==> config.mk <==
export PLATFORM = sky130hd
export DESIGN_NAME = srdp_front
export DESIGN_NICKNAME = d
export VERILOG_FILES = /design/src/hw/rtl/srdp_pkg.sv /design/src/hw/rtl/srdp_front.sv
export SDC_FILE = /design/constraint.sdc
export NUM_CORES = 1
export LEC_CHECK = 0
export ABC_AREA = 1
export BUFFER_PORTS_ARGS = -buffer_cell sky130_fd_sc_hd__buf_4
export CAP_MARGIN = 20
export CORE_UTILIZATION = 38
export DETAILED_ROUTE_END_ITERATION = 8
export PLACE_DENSITY = 0.86
export SYNTH_ARGS = -nofsm -noshare
export SYNTH_HDL_FRONTEND = slang
export SYNTH_SLANG_ARGS = --single-unit
==> constraint.sdc <==
create_clock -name i_clk -period 1.95 [get_ports i_clk]
set_input_delay 0.195 -clock i_clk [delete_from_list [all_inputs] [get_ports i_clk]]
set_output_delay 0.195 -clock i_clk [all_outputs]
set_load 0.02 [all_outputs]
==> src/hw/rtl/srdp_pkg.sv <==
// ----------------------------------------------------------------------------
// srdp_pkg: shared types and constants for the sparse row dot product
// Holds the field widths, command and operation codes and the queue entry type.
// ----------------------------------------------------------------------------
`default_nettype none

package srdp_pkg;

    localparam int unsigned CMD_W   = 2;
    localparam int unsigned IDX_W   = 10;
    localparam int unsigned VAL_W   = 32;
    localparam int unsigned SUM_W   = 64;
    localparam int unsigned ROW_W   = 16;
    localparam int unsigned NCOL_W  = 11;
    localparam int unsigned QUEUE_DEPTH = 4;

    localparam logic [NCOL_W-1:0] NUM_COLS_RESET = 11'd1024;

    // Input command codes
    localparam logic [CMD_W-1:0] CMD_LOAD = 2'd0;
    localparam logic [CMD_W-1:0] CMD_MAC  = 2'd1;
    localparam logic [CMD_W-1:0] CMD_EOR  = 2'd2;

    // Operation kinds after classification
    typedef logic [1:0] t_kind;
    localparam t_kind KIND_LOAD = 2'd0;  // write vector element
    localparam t_kind KIND_MAC  = 2'd1;  // in-range nonzero
    localparam t_kind KIND_SKIP = 2'd2;  // out-of-range nonzero
    localparam t_kind KIND_EOR  = 2'd3;  // end of row

    typedef struct packed {
        t_kind                   kind;
        logic [IDX_W-1:0]        index;
        logic signed [VAL_W-1:0] value;
    } t_op;

    localparam logic signed [SUM_W-1:0] SUM_MAX = {1'b0, {(SUM_W-1){1'b1}}};
    localparam logic signed [SUM_W-1:0] SUM_MIN = {1'b1, {(SUM_W-1){1'b0}}};

endpackage

`default_nettype wire

==> src/hw/rtl/srdp_front.sv <==
// ----------------------------------------------------------------------------
// srdp_front: input classifier
// Holds the column count, checks each item and turns it into a queue operation or drops it.
// ----------------------------------------------------------------------------
`default_nettype none

module srdp_front #(
    parameter int unsigned MAX_COLS = 1024
) (
    input  wire logic                           i_clk,
    input  wire logic                           i_rst_n,
    input  wire logic                           i_cfg_wr_en,
    input  wire logic [srdp_pkg::NCOL_W-1:0]    i_cfg_wr_data,
    input  wire logic                           i_valid,
    input  wire logic [srdp_pkg::CMD_W-1:0]     i_cmd,
    input  wire logic [srdp_pkg::IDX_W-1:0]     i_index,
    input  wire logic [srdp_pkg::VAL_W-1:0]     i_value,
    input  wire logic                           i_queue_full,
    output logic                                o_ready,
    output logic                                o_push,
    output srdp_pkg::t_op                       o_op
);

    logic [srdp_pkg::NCOL_W-1:0] r_num_cols;
    logic                        w_in_max;
    logic                        w_in_cols;
    logic                        w_accept;

    always_ff @(posedge i_clk) begin
        if (!i_rst_n) begin
            r_num_cols <= srdp_pkg::NUM_COLS_RESET;
        end else if (i_cfg_wr_en) begin
            r_num_cols <= i_cfg_wr_data;
        end
    end

    assign w_in_max  = (32'(i_index) < 32'(MAX_COLS));
    assign w_in_cols = ({1'b0, i_index} < r_num_cols);
    assign o_ready   = !i_queue_full;
    assign w_accept  = i_valid && o_ready;

    // Drop unused commands and loads beyond the store
    always_comb begin
        o_push        = 1'b0;
        o_op.index    = i_index;
        o_op.value    = i_value;
        o_op.kind     = srdp_pkg::KIND_EOR;
        case (i_cmd)
            srdp_pkg::CMD_LOAD: begin
                o_op.kind = srdp_pkg::KIND_LOAD;
                o_push    = w_accept && w_in_max;
            end
            srdp_pkg::CMD_MAC: begin
                o_op.kind = (w_in_max && w_in_cols) ? srdp_pkg::KIND_MAC
                                                    : srdp_pkg::KIND_SKIP;
                o_push    = w_accept;
            end
            srdp_pkg::CMD_EOR: begin
                o_op.kind = srdp_pkg::KIND_EOR;
                o_push    = w_accept;
            end
            default: begin
                o_push = 1'b0;
            end
        endcase
    end

endmodule

`default_nettype wire

# Word level (Yosys, flattened, before mapping)
# Cells that the tools add are included.
[totals]
out_inout_bits = 46
regBits = 11
in_bits = 60
[classes]
reduce_logical = 4
eq_ne = 2
muxes = 3
order_cmp = 1
[ops]
columns = ["cell", "n"]
rows = [
  ["< comparator 10 x 11 -> 1 bit", 1],
  ["one-hot mux 2 bit (2 select lines)", 1],
  ["OR reduction 3 bit", 1],
  ["equality test 2 x 1 -> 1 bit (second input constant)", 1],
  ["equality test 2 bit (second input constant)", 1],
  ["zero test 2 bit", 1],
  ["2-to-1 mux 2 bit", 1],
  ["logical AND 1 bit", 1],
  ["zero test 1 bit", 1],
  ["2-to-1 mux 1 bit", 1],
]

# Logic depth before layout (Yosys ltp)
[logic_depth]
word_depth = 3
depth_mapped = 10
ltp_nobuf = 10

# Worst setup path before layout
# OpenSTA, ideal clock, no wires.
[synth_timing]
path_type = "register to output"
start = "register r_num_cols[6] in the netlist's numbering"
end = "output port o_op[43] in the netlist's numbering"
setup_slack_ns = 0.606
arrival_time_ns = 1.149
required_time_ns = 1.755
n_path_buf = 0
stages_incl_launch_ff = 11
path_cell_list = "dfxtp_1 > inv_1 > ha_1 > nand2_1 > inv_1 > nand2_1 > nor2_2 > nand2_2 > nand3_2 > nand2_1 > nand2_1"
[synth_lines]
columns = ["item", "line", "source"]
rows = [
  ["start: declaration", "srdp_front.sv:24", "logic [srdp_pkg::NCOL_W-1:0] r_num_cols;"],
  ["start signal: assignment", "srdp_front.sv:31", "r_num_cols <= srdp_pkg::NUM_COLS_RESET;"],
  ["start signal: assignment", "srdp_front.sv:33", "r_num_cols <= i_cfg_wr_data;"],
  ["end: declaration", "srdp_front.sv:21", "output srdp_pkg::t_op o_op"],
]

==> impl_metrics.json <==
{
  "status": "completed",
  "leakage_nw": 0.589,
  "ctsResizeCount": 0,
  "yosys.area_share.simple_pct": 13.6,
  "sw_frac_of_total_pct": 30.7,
  "critical_path_class": "reg2out",
  "post_cts_buffers": 0,
  "power_frac_clock_pct": 26.5,
  "rows": 18,
  "cts_made_buffers": 3,
  "slew_viol_final": 0,
  "synth_xor_area_share_pct": 0,
  "drive_gt1_share_pct": 35.0,
  "via_count": 761,
  "clk_pin_slew_ns": 0.08,
  "maxSlewHeadroom_pct": 66.2,
  "synth_top_cell_area_share_pct": 31.1,
  "cts_buffer_depth": 2,
  "worstHoldPathType": "in2reg",
  "synth_area_leaders": "buf_4, dfxtp_1, ha_1",
  "post_drt_wl_per_cell_um": 9.42,
  "grt_pass1_vias": 685,
  "synth_compound_area_share_pct": 12.5,
  "synth-edff-count": 0,
  "hold_buffers": 0,
  "io_pins": 106,
  "yosysMostFrequentCell": "buf_4",
  "rsz0062_at_grt": "false",
  "fmax_ghz": 0.573,
  "internal-power_uw": 407,
  "muxShareOfSynthArea_pct": 0,
  "drv_cap": 0,
  "die-area_sq_um": 2880,
  "combPwrFrac_pct": 31.8,
  "syn_inst": 143,
  "tightest_slew_ns": 0.507,
  "drt_iter0_drc": 3,
  "synth_warnings": 0,
  "grt_max_degree": 21,
  "cp_data_arrival_time_ns": 1.55,
  "viasPerCell": 4.40,
  "power_frac_seq_pct": 41.7,
  "ys_top_cells_by_count": "buf_4, inv_1, nand2_1",
  "start_kind": "flip-flop",
  "power.density_nw_per_um2": 557,
  "critPathMaxStageDelay_ns": 0.31,
  "dpl.hpwl_um": 1390,
  "final_cell_area_sq_um": 1060,
  "fin_setup_tns_ns": 0,
  "antenna_found_initial": 0,
  "largest_reg_flops": 11,
  "cp.required_ns": 1.75,
  "placed_area_sq_um": 1030,
  "switching_power_uw": 180,
  "nets": 213,
  "clock_latency_ns": 0.27,
  "antenna_left": 0,
  "synth_top_area_cell": "buf_4",
  "synth_top_family_by_area": "buffers and inverters",
  "cpMaxStageDelayCell": "dfxtp_1",
  "syn_area_sq_um": 1010,
  "post-route-period-util_pct": 89.5,
  "skew_ns": 0,
  "reg.largest.list": "r_num_cols x11",
  "p_total_uw": 588,
  "io_buffers": 41,
  "diodes": 0,
  "cp_max_fo": 2,
  "post-route-min-period_ns": 1.75,
  "grt_util_all_layers_pct": 11.9,
  "dr.pass1.iters": 2,
  "clock-sinks": 11,
  "synthFlopType": "dfxtp_1",
  "die_w_um": 53.6,
  "ys_types": 16,
  "vdd_drop_max_mv": 0.261,
  "syn_to_final_growth_pct": 4.20,
  "path_common_cell": "nand2_1",
  "die_y_um": 53.6,
  "async_flop_share_pct": 0,
  "synth_fp_nets": 212,
  "cp_cell_sequence": "inv_1 -> ha_1 -> a21oi_1 -> nand2_1 -> nand2_2 -> nand3_2 -> nand2_1 -> nand2_1 -> buf_4",
  "drc_errors": 0,
  "initial_utilization_pct": 40.5,
  "clock-root-buffer": "clkbuf_4",
  "holdWs_ns": 0.146,
  "h-tree-depth": 1,
  "avgSynthCellArea_sq_um": 7.09,
  "regMostFlops": "r_num_cols",
  "end_kind": "primary output",
  "core_region_area_sq_um": 2500,
  "ys_ff_latch": 11,
  "overflow": 0,
  "yosysSeqAreaShare_pct": 21.7,
  "grt_pass1_wl_um": 2460,
  "synthAdderAreaFrac_pct": 11.1,
  "place.gp.congestion": 0.650,
  "tritoncts": "done",
  "report.final.hold_viol_count": 0,
  "routed_wl_um": 1630,
  "setup_violations": 0
}
layer usage:
layer / wire length [um] / vias to the layer above / track usage, %
li1: - / 398 / -
met1: 669 / 331 / 11.8
met2: 792 / 32 / 22.5
met3: 168 / 0 / 2.82
met4: 0 / 0 / 6.58
met5: 0 / - / 0
metrics by stage:
step,util [%],worst slack [ns],instances
4_1_cts,42.2,0.182,173
3_5_place_dp,41.1,0.489,169
2_1_floorplan,-,0.606,143
3_3_place_gp,41.1,0.520,169
6_report,42.2,0.205,173
5_1_grt,42.2,0.0667,173
final cells by class:
| class | count | area (sq um) |
|---|---|---|
| timing repair buffer | 41 | 308 |
| fill | 280 | 1440 |
| tap | 30 | 37.5 |
| clock buffer | 3 | 22.5 |
| inverter | 23 | 86.3 |
| multi-input combinational | 64 | 377 |
| clock inverter | 1 | 5.00 |
| sequential | 11 | 220 |
kinds of logic after synthesis:
| logic type | after synthesis |
|---|---|
| buffers and inverters | 68 |
| DFF | 11 |
| AOI/OAI and AO/OA | 23 |
| and+or+nand+nor | 32 |
| adders and majority gates | 9 |
final timing paths:
path / startpoint / endpoint / slack [ns] / cells after the start
setup reg to reg: r_num_cols[0] / r_num_cols[0] / 1.35 / 2
setup / recovery: r_num_cols[2] / o_op[43] / 0.20 / 9
hold / removal: i_cfg_wr_data[0] / r_num_cols[0] / 0.15 / 3
hold reg to reg: r_num_cols[8] / r_num_cols[8] / 0.46 / 2
worst max-delay path: cells and delay by family, from the launching register on:
kind | cells | cell delay, ns
flip-flops | 1 | 0.31
AND/OR/NAND/NOR | 5 | 0.33
adder cells (fa/ha/maj) | 1 | 0.28
AO/OA/AOI/OAI | 1 | 0.16
buffers and inverters | 2 | 0.20
cell usage in the layout, fill, tap and decap left out:
cell type,n
buf_4,41
inv_1,23
nand2_1,21
a21oi_1,12
dfxtp_1,11
o21ai_0,10
ha_1,9
nor2_1,5
clkbuf_4,3
nand2_2,2
nor2_2,1
a21oi_4,1
nand3_2,1
nand4_1,1
nand3_1,1
clkinv_2,1
power groups by stage:
stage,Clock [mW],Combinational (mW),Sequential [mW]
2_1_floorplan,0,0.216,0.249
3_3_place_gp,0,0.184,0.250
3_5_place_dp,0,0.190,0.251
4_1_cts,0.163,0.190,0.245
5_1_grt,0.171,0.213,0.247
6_report,0.156,0.187,0.245
Power figures use the tool's default switching activity.
