<file path="src/hw/rtl/srdp_pkg.sv">
// ----------------------------------------------------------------------------
// srdp_pkg: shared types and constants for the sparse row dot product
// Holds the field widths, command and operation codes and the queue entry type.
// ----------------------------------------------------------------------------
`default_nettype none

package srdp_pkg;

    localparam int unsigned CMD_W   = 2;
    localparam int unsigned IDX_W   = 10;
    localparam int unsigned VAL_W   = 32;
    localparam int unsigned SUM_W   = 64;
    localparam int unsigned ROW_W   = 16;
    localparam int unsigned NCOL_W  = 11;
    localparam int unsigned QUEUE_DEPTH = 4;

    localparam logic [NCOL_W-1:0] NUM_COLS_RESET = 11'd1024;

    // Input command codes
    localparam logic [CMD_W-1:0] CMD_LOAD = 2'd0;
    localparam logic [CMD_W-1:0] CMD_MAC  = 2'd1;
    localparam logic [CMD_W-1:0] CMD_EOR  = 2'd2;

    // Operation kinds after classification
    typedef logic [1:0] t_kind;
    localparam t_kind KIND_LOAD = 2'd0;  // write vector element
    localparam t_kind KIND_MAC  = 2'd1;  // in-range nonzero
    localparam t_kind KIND_SKIP = 2'd2;  // out-of-range nonzero
    localparam t_kind KIND_EOR  = 2'd3;  // end of row

    typedef struct packed {
        t_kind                   kind;
        logic [IDX_W-1:0]        index;
        logic signed [VAL_W-1:0] value;
    } t_op;

    localparam logic signed [SUM_W-1:0] SUM_MAX = {1'b0, {(SUM_W-1){1'b1}}};
    localparam logic signed [SUM_W-1:0] SUM_MIN = {1'b1, {(SUM_W-1){1'b0}}};

endpackage

`default_nettype wire

</file>
<file path="src/hw/rtl/srdp_queue.sv">
// ----------------------------------------------------------------------------
// srdp_queue: operation queue
// Short register queue that decouples the classifier from the compute back end.
// ----------------------------------------------------------------------------
`default_nettype none

module srdp_queue (
    input  wire logic          i_clk,
    input  wire logic          i_rst_n,
    input  wire logic          i_push,
    input  wire srdp_pkg::t_op i_op,
    input  wire logic          i_pop,
    output logic               o_full,
    output logic               o_not_empty,
    output srdp_pkg::t_op      o_op
);

    localparam int unsigned DEPTH = srdp_pkg::QUEUE_DEPTH;
    localparam int unsigned PW    = $clog2(DEPTH);
    localparam int unsigned CW    = $clog2(DEPTH + 1);

    srdp_pkg::t_op r_slot [DEPTH];
    logic [PW-1:0] r_wr_ptr;
    logic [PW-1:0] r_rd_ptr;
    logic [CW-1:0] r_count;
    logic          w_pop;

    assign o_full      = (r_count == CW'(DEPTH));
    assign o_not_empty = (r_count != '0);
    assign o_op        = r_slot[r_rd_ptr];
    assign w_pop       = i_pop && o_not_empty;

    always_ff @(posedge i_clk) begin
        if (i_push) begin
            r_slot[r_wr_ptr] <= i_op;
        end
    end

    always_ff @(posedge i_clk) begin
        if (!i_rst_n) begin
            r_wr_ptr <= '0;
            r_rd_ptr <= '0;
            r_count  <= '0;
        end else begin
            if (i_push) begin
                r_wr_ptr <= r_wr_ptr + PW'(1);
            end
            if (w_pop) begin
                r_rd_ptr <= r_rd_ptr + PW'(1);
            end
            if (i_push && !w_pop) begin
                r_count <= r_count + CW'(1);
            end else if (!i_push && w_pop) begin
                r_count <= r_count - CW'(1);
            end
        end
    end

endmodule

`default_nettype wire

</file>
<file path="config.mk">
export PLATFORM = sky130hd
export DESIGN_NAME = srdp_queue
export DESIGN_NICKNAME = d
export VERILOG_FILES = /design/src/hw/rtl/srdp_pkg.sv /design/src/hw/rtl/srdp_queue.sv
export SDC_FILE = /design/constraint.sdc
export NUM_CORES = 1
export LEC_CHECK = 0
export BUFFER_PORTS_ARGS = -buffer_cell sky130_fd_sc_hd__buf_2
export CAP_MARGIN = 5
export CORE_UTILIZATION = 60
export CTS_BUF_LIST = sky130_fd_sc_hd__clkbuf_4
export DETAILED_ROUTE_END_ITERATION = 6
export PLACE_DENSITY_LB_ADDON = 0.15
export SLEW_MARGIN = 20
export SYNTH_ARGS = -nofsm -noshare
export SYNTH_HDL_FRONTEND = slang
export SYNTH_SLANG_ARGS = --single-unit
</file>
<file path="constraint.sdc">
create_clock -name i_clk -period 4.03 [get_ports i_clk]
set_clock_uncertainty 0.15 [all_clocks]
set_input_delay 0.6045 -clock i_clk [delete_from_list [all_inputs] [get_ports i_clk]]
set_output_delay 0.6045 -clock i_clk [all_outputs]
set_load 0.02 [all_outputs]
</file>
# Yosys cells after proc, flatten, opt, wreduce, memory -nomap -nowiden
# Memory sizes are Yosys's and may differ from the RTL's. A register that Yosys moved wholly into a read port is not among the register bits.
# Index checks and enable logic that the tools add are counted.
# classes
n_mux	6
n_reduce_logical	7
add_sub_neg	4
n_eq_ne	1
# op_table
op	count
$mux 3	2
$add 2x1->2 const B	2
$mux 2	2
$add 3x1->3 const B	1
$eq 3x3->1 const B	1
$logic_and 1x1->1	3
$reduce_bool 3->1	1
$sub 3x1->3 const B	1
$logic_not 1->1	2
$mux 1	2
$reduce_bool 2->1	1
# totals
mem_count	1
word_cells	22
ff_bits	7
output_inout_bits	46
in_bits	48
mem_bits_rw	176
# mem_list
memory	words	word_bits	rd	rd_ports_with_merged_regs	write_ports	line_no	text
r_slot	4	44	1	1	1	srdp_queue.sv:22	srdp_pkg::t_op r_slot [DEPTH];

# Logic depth before layout (Yosys ltp)
# Gate-level depths: netlist of the first run.
# depth
depth_word	5
depth_mapped	7
depth_no_buf	7

# Least setup slack after synthesis of the first run
# OpenSTA, ideal clock, no wires.
# synth_timing
kind	input to register
startpoint	in i_push
endpoint	mem r_slot[0][0] in the netlist's numbering (enable)
path_stages	1
arrival_time_ps	1665
setup_slack_ps	1809
setup_ps	406
n_path_buf	0
required_ps	3474
cell_sequence	and2_1
# synth_between
elab_chain_cells	2
# synth_lines
item	line_no	text
start: declaration	srdp_queue.sv:10	input wire logic i_push,
$mux 1	srdp_queue.sv:34	if (i_push) begin
$mux 1 (implied by the code)	srdp_queue.sv:35	r_slot[r_wr_ptr] <= i_op;
end: declaration	srdp_queue.sv:22	
# No other way between the ends.

==> results of run 1 <==
==> power groups by stage <==
stage	combinational, uW	clock, uW	sequential (uW)
final	997	1090	2400
after global routing	1060	1190	2440
after CTS	1010	1110	2420
after detailed placement	1010	0	2460
after global placement	995	0	2450
after floorplan	928	0	2300
==> kinds of logic after synthesis <==
logic type,count (synthesis)
muxes,46
buffers and inverters,13
xor gates and xnor gates,5
DFF,185
adders and majority gates,6
AOI/OAI and AO/OA,4
and+or+nand+nor,14
==> registers in the layout, indices dropped and copies added (netlist names), named ones only <==
register and cells:
r_slot 176, r_count 3, r_rd_ptr 2, r_wr_ptr 2
==> through the flow <==
stage | instance area [sq um] | instances | power (uW) | worst slack, ns | hold slack (ns)
floorplan | 6880 | 273 | 3230 | 1.81 | 0.378
global placement | 7460 | 501 | 3450 | 1.45 | 0.400
detailed placement | 7460 | 501 | 3470 | 1.42 | 0.416
CTS | 7770 | 533 | 4540 | 0.796 | 0.0746
global route | 7770 | 533 | 4690 | 0.723 | 0.0590
finish | 7770 | 533 | 4480 | 0.924 | 0.129
==> worst register-to-register path, stage by stage (launching register included) <==
cell      delay (ns)
dfxtp_1         0.42
o31ai_4         0.30
ha_1            0.23
inv_1           0.06
fa_1            0.37
xor2_1          0.17
or3_1           0.29
a21boi_0        0.18
==> final cells by class <==
type	instances	share of cell area (%)
timing repair buffer	98	6.47
multi-input combinational	75	16.7
inverter	3	0.145
clock inverter	10	1.98
clock buffer	22	2.12
tap	140	2.25
sequential	185	70.4
==> cell usage in the layout, fill, tap and decap left out <==
cell type / n
clkinvlp_4: 3
buf_4: 5
mux2i_1: 2
or3_1: 2
nor2b_1: 2
dfxtp_2: 1
nor3b_1: 1
o31ai_4: 1
xnor2_1: 3
edfxtp_1: 176
clkinv_1: 3
dfxtp_1: 7
fa_1: 1
xor2_1: 2
inv_1: 3
and2_2: 4
o21ai_0: 1
ha_1: 5
buf_2: 93
a21boi_0: 1
clkbuf_4: 22
bufinv_16: 4
mux4_2: 40
o311ai_2: 1
and2_1: 5
mux4_1: 4
dfxtp_4: 1
==> worst paths after layout <==
kind | from | end | slack [ns] | cells after the start
worst min-delay path | i_op[20] | r_slot[1][20] | 0.13 | 1
worst min register to register | r_wr_ptr[1] | r_wr_ptr[1] | 0.43 | 2
worst max register to register | r_count[1] | r_count[2] | 1.79 | 7
worst max-delay path | register | o_op[40] | 0.92 | 2
==> metal layers <==
layer / wire length, um / global-route usage, % / vias up
li1: - / - / 1370
met1: 4580 / 26.4 / 1563
met2: 5790 / 33.2 / 100
met3: 593 / 5.92 / 6
met4: 87 / 8.78 / 0
met5: 0 / 0 / -
==> results.toml, run 1 <==
[floorplanning]
die_w_um = 109
num_rows = 38
die_y_um = 109
pin_count = 94
fp.dieArea_sq_mm = 0.0119
core_sq_mm = 0.0110
initial_core_util_pct = 62.4

[logic_synthesis]
synthAdderAreaFrac_pct = 1.20
synth-xor-area-share_pct = 0.636
synth_top_cell_by_area = "edfxtp_1"
netlist.area_leader.share_pct = 76.8
synth_edf_count = 176
syn_area_per_cell_sq_um = 25.2
synthTopCellsByArea = "edfxtp_1 (77%), mux4_2 (13%), dfxtp_1 (2.6%), mux4_1 (1.5%), buf_12 (1.2%)"
yosysMostFrequentCell = "edfxtp_1"
synthTopCellsByCount = "edfxtp_1 (176), mux4_2 (40), and2_1 (9), dfxtp_1 (9), ha_1 (5)"
synthMuxAreaShare_pct = 14.9
ys_seq_area_share_pct = 79.4
ys.flop_type = "edfxtp_1"
syn-num-nets = 327
ys_seq_elements = 185
synth_top_family_by_area = "multiplexers"
synthArstFlopShare_pct = 0
synth_area_sq_mm = 0.00688
synth_compound_gate_area_share_pct = 0.727
ys_warn_count = 0
yosys.area_share.simple_pct = 1.29
yosysUniqueCellTypes = 22
synthCells = 273

[outcome]
status = "complete, no violations"

[finish]
synthToLayoutAreaGrowth_pct = 12.9
num-fill-cells = 679
final_core_util_pct = 70.5
diodes = 0
nets = 434
seq_area_sq_mm = 0.00547
layout-drive-gt1-share_pct = 44.5
multi_input_comb_area_sq_mm = 0.00130

[clock_network]
htreeDepth = 4
cts_root_buf = "clkbuf_4"
cts_buffers = 17
clkLatencyLatePin_ns = 0.52
cts_setup_buffers = 0
ctsHoldBuffers = 0
cts_resized = 0
clk_pin_slew_ns = 0.13
cts.sinks = 185
cts_tree = "yes"
clk_path_buf_depth = 2

[sta]
period_needed_ns = 3.11
max_freq_ghz = 0.322
finalHoldViolations = 0
rsz0062_at_grt = "false"
max_slew_margin_pct = 40.5
slew_violations = 0
setup_viol = 0
worst_pin_slew_ns = 0.893
post-route-period-util_pct = 77.1
fin_setup_tns_ns = 0

[worst_setup_path]
path_class = "reg2out"
max_stage_delay_ns = 0.97
required_ns = 3.28
crit_path_start_kind = "register"
path_cells = "mux4_1, buf_2"
cp_max_fo = 44
cp_slowest_cell = "dfxtp_4"
worstPathArrival_ns = 2.35
crit_buf_inv = 1
cp_top_family = "flip-flops"
endpoint_kind = "output port"

[power]
p_int_uw = 3240
peakVddDrop_uv = 315
switching_share_pct = 27.7
total_leakage_power_uw = 0.00262
seq_power_share_pct = 53.6
power_frac_comb_pct = 22.2
switchingPower_uw = 1240
clkPwrFrac_pct = 24.2
p_per_area_mw_per_mm2 = 577

[routing]
routed_wl_um = 11100
drt_first_pass_iters = 6
wl_per_cell_um = 20.7
vias = 3039
via_per_inst = 5.70
drc = 0
first_iter_violations = 156
ant_nets = 0

[worst_hold_path]
hp-class = "in2reg"

[grt]
grt_usage_pct = 20.6
grt_first_pass_wirelength_um = 17000
grt_overflow = 0
grt_start_max_net_pins = 45
antenna_found_initial = 0
grt_pass1_vias = 3203

[placed_design]
finalWeightedCongestion = 0.704
hpwl_um = 6800
buffer_ports.inserted = 93

[run]
maxCapViolations = 0
Note: power is estimated with default switching activity, not from simulation.
==> inputs of run 2 (changes only) <==
--- a/config.mk
+++ b/config.mk
@@ -5,9 +5,10 @@
 export SDC_FILE = /design/constraint.sdc
 export NUM_CORES = 1
 export LEC_CHECK = 0
+export ABC_AREA = 1
 export BUFFER_PORTS_ARGS = -buffer_cell sky130_fd_sc_hd__buf_2
 export CAP_MARGIN = 5
-export CORE_UTILIZATION = 60
+export CORE_UTILIZATION = 59
 export CTS_BUF_LIST = sky130_fd_sc_hd__clkbuf_4
 export DETAILED_ROUTE_END_ITERATION = 6
 export PLACE_DENSITY_LB_ADDON = 0.15
==> constraint.sdc (replaced) <==
create_clock -name i_clk -period 3.2 [get_ports i_clk]
set_clock_uncertainty 0.15 [all_clocks]
set_input_delay 0.48 -clock i_clk [delete_from_list [all_inputs] [get_ports i_clk]]
set_output_delay 0.48 -clock i_clk [all_outputs]
set_load 0.02 [all_outputs]
==> run 2 against run 1 <==
The flow now finishes with violations (DRC). Sequential power rose by 18%. Routed wire length rose by 22%. Critical path depth rose by 2. Synthesized area rose by 2.7%. Global-route usage rose by 1.8 points. Setup slack got worse by 0.40 ns. Combinational power rose by 57%. Register-to-register slack got worse by 0.61 ns. Critical path type unchanged.
==> results.toml, run 2 <==
[logic_synthesis]
netlist.area_leader.share_pct = 74.7
ys_warn_count = 0
ys_seq_area_share_pct = 77.3
ys.flop_type = "edfxtp_1"
synthTopCellsByCount = "edfxtp_1 (176), nor2_1 (84), o21ai_0 (84), o22ai_1 (34), buf_2 (18)"
yosysMostFrequentCell = "edfxtp_1"
synthTopCellsByArea = "edfxtp_1 (75%), o21ai_0 (5.9%), nor2_1 (4.5%), o22ai_1 (3.0%), dfxtp_1 (2.5%)"
syn_area_per_cell_sq_um = 14.5
ys_seq_elements = 185
synthCells = 488
synth_area_sq_mm = 0.00707
syn-num-nets = 542
synth_edf_count = 176
yosysUniqueCellTypes = 23
synth_top_cell_by_area = "edfxtp_1"
synthArstFlopShare_pct = 0

[clock_network]
clkLatencyLatePin_ns = 0.55
cts_tree = "yes"
cts_setup_buffers = 0
clk_pin_slew_ns = 0.13
cts_root_buf = "clkbuf_4"
cts.sinks = 185
clk_path_buf_depth = 2
htreeDepth = 4
cts_resized = 0
cts_buffers = 17

[worst_setup_path]
required_ns = 2.57
crit_path_start_kind = "register"
endpoint_kind = "output port"
path_class = "reg2out"
cp_max_fo = 53
worstPathArrival_ns = 2.05

[finish]
layout-drive-gt1-share_pct = 24.7
mostFrequentLayoutCell = "edfxtp_1"
final_core_util_pct = 72.1
diodes = 0
largest_register = "r_slot"
reg.largest.list = "r_slot: 176 flops, r_count: 3 flops"
nets = 683
layout_common_cells = "edfxtp_1 (176), buf_2 (93), nor2_1 (84), o21ai_0 (84), dlygate4sd3_1 (45)"
largest_reg_flops = 176
synthToLayoutAreaGrowth_pct = 17.9

[routing]
first_iter_violations = 313
drc = 5
ant_nets = 0
drt_first_pass_iters = 7
routed_wl_um = 13500
wl_per_cell_um = 17.3
via_per_inst = 5.56
vias = 4348

[floorplanning]
die_y_um = 111
die_w_um = 111
pin_count = 94
num_rows = 39
fp.dieArea_sq_mm = 0.0124
initial_core_util_pct = 61.1
core_sq_mm = 0.0116

[sta]
setup_viol = 0
rsz0062_at_grt = "false"
max_freq_ghz = 0.374
worst_pin_slew_ns = 0.677
period_needed_ns = 2.68
finalHoldViolations = 0
slew_violations = 0
fin_setup_tns_ns = 0
max_slew_margin_pct = 54.8
post-route-period-util_pct = 83.6

[run]
maxCapViolations = 0

[power]
switching_share_pct = 32.5
power_frac_comb_pct = 27.8
switchingPower_uw = 1840
clkPwrFrac_pct = 22.0
seq_power_share_pct = 50.2
design_power_total_uw = 5640
p_int_uw = 3810
total_leakage_power_uw = 0.00301
p_per_area_mw_per_mm2 = 677
peakVddDrop_uv = 385

[grt]
grt_overflow = 0
antenna_found_initial = 0
grt_pass1_vias = 4187
grt_first_pass_wirelength_um = 20700
grt_start_max_net_pins = 89
grt_usage_pct = 22.4

[placed_design]
finalWeightedCongestion = 0.758
hpwl_um = 7470
buffer_ports.inserted = 93

[outcome]
status = "finished with violations"
violations = "DRC"

[worst_hold_path]
hp-class = "in2reg"
[run 2: cell count changes after synthesis, moves of 10 or more]
cell and delta:
nor2_2 +10, nand2_1 +15, o22ai_2 +10, buf_2 +14, mux4_2 -40, inv_1 +11
o22ai_1 +34, nor2_1 +84, o21ai_0 +83
[run 2: path summary, 6_finish.rpt]
path                             startpoint       endpoint  slack (ns)  cells after the start
worst max-delay path               register        o_op[3]        0.52                      4
worst min-delay path                  i_pop    r_rd_ptr[1]        0.09                      3
worst max register to register  r_wr_ptr[0]  r_slot[0][31]        1.18                      5
worst min register to register  r_rd_ptr[0]    r_rd_ptr[0]        0.37                      2
[run 2: timing repair]
action	CTS	global route
hold endpoints to repair	177	0
hold buffers	45	0
setup endpoints to repair	0	0
[run 2: power groups by stage]
| stage | Combinational [uW] | Clock, uW | Sequential, uW |
|---|---|---|---|
| CTS | 1570 | 1260 | 2830 |
| finish | 1570 | 1240 | 2830 |
| floorplan | 1110 | 0 | 2880 |
| global placement | 1490 | 0 | 2880 |
| detailed placement | 1530 | 0 | 2890 |
| global route | 1710 | 1350 | 2840 |
[run 2: through the flow]
stage          instances  setup slack, ns  instance area, sq um  hold slack (ns)
2_1_floorplan        488             1.20                  7070            0.315
3_3_place_gp         708             1.16                  7620            0.334
3_5_place_dp         708             1.13                  7620            0.350
4_1_cts              782            0.509                  8340           0.0486
5_1_grt              782            0.351                  8340           0.0715
6_report             782            0.523                  8340           0.0941
[run 2: cells by family after synthesis]
group	Yosys count	synth area share, %
buffers and inverters	43	3.42
AOI/OAI and AO/OA	140	11.6
and+or+nand+nor	113	6.42
DFF	185	77.3
adders and majority gates	6	1.17
xor gates and xnor gates	1	0.124
[run 2: final cells by class]
class,count,area (sq um)
sequential,185,5470
fill,763,3230
multi-input combinational,260,1360
timing repair buffer,149,998
tap,143,179
clock buffer,18,135
clock inverter,11,131
inverter,16,65.1
[run 2: routing by layer]
metal | vias to the layer above | global-route usage, % | share of wire, %
met4 | 0 | 9.37 | 1.5
met2 | 132 | 38.0 | 50
met3 | 19 | 5.55 | 5.5
met1 | 2100 | 27.7 | 43
li1 | 2097 | - | -
met5 | - | 0 | 0
[run 2: worst max-delay path, stage by stage (launching register included)]
cell and delay, ns:
dfxtp_2 0.40, buf_4 0.44, o21ai_0 0.17, o22ai_1 0.25, buf_2 0.22
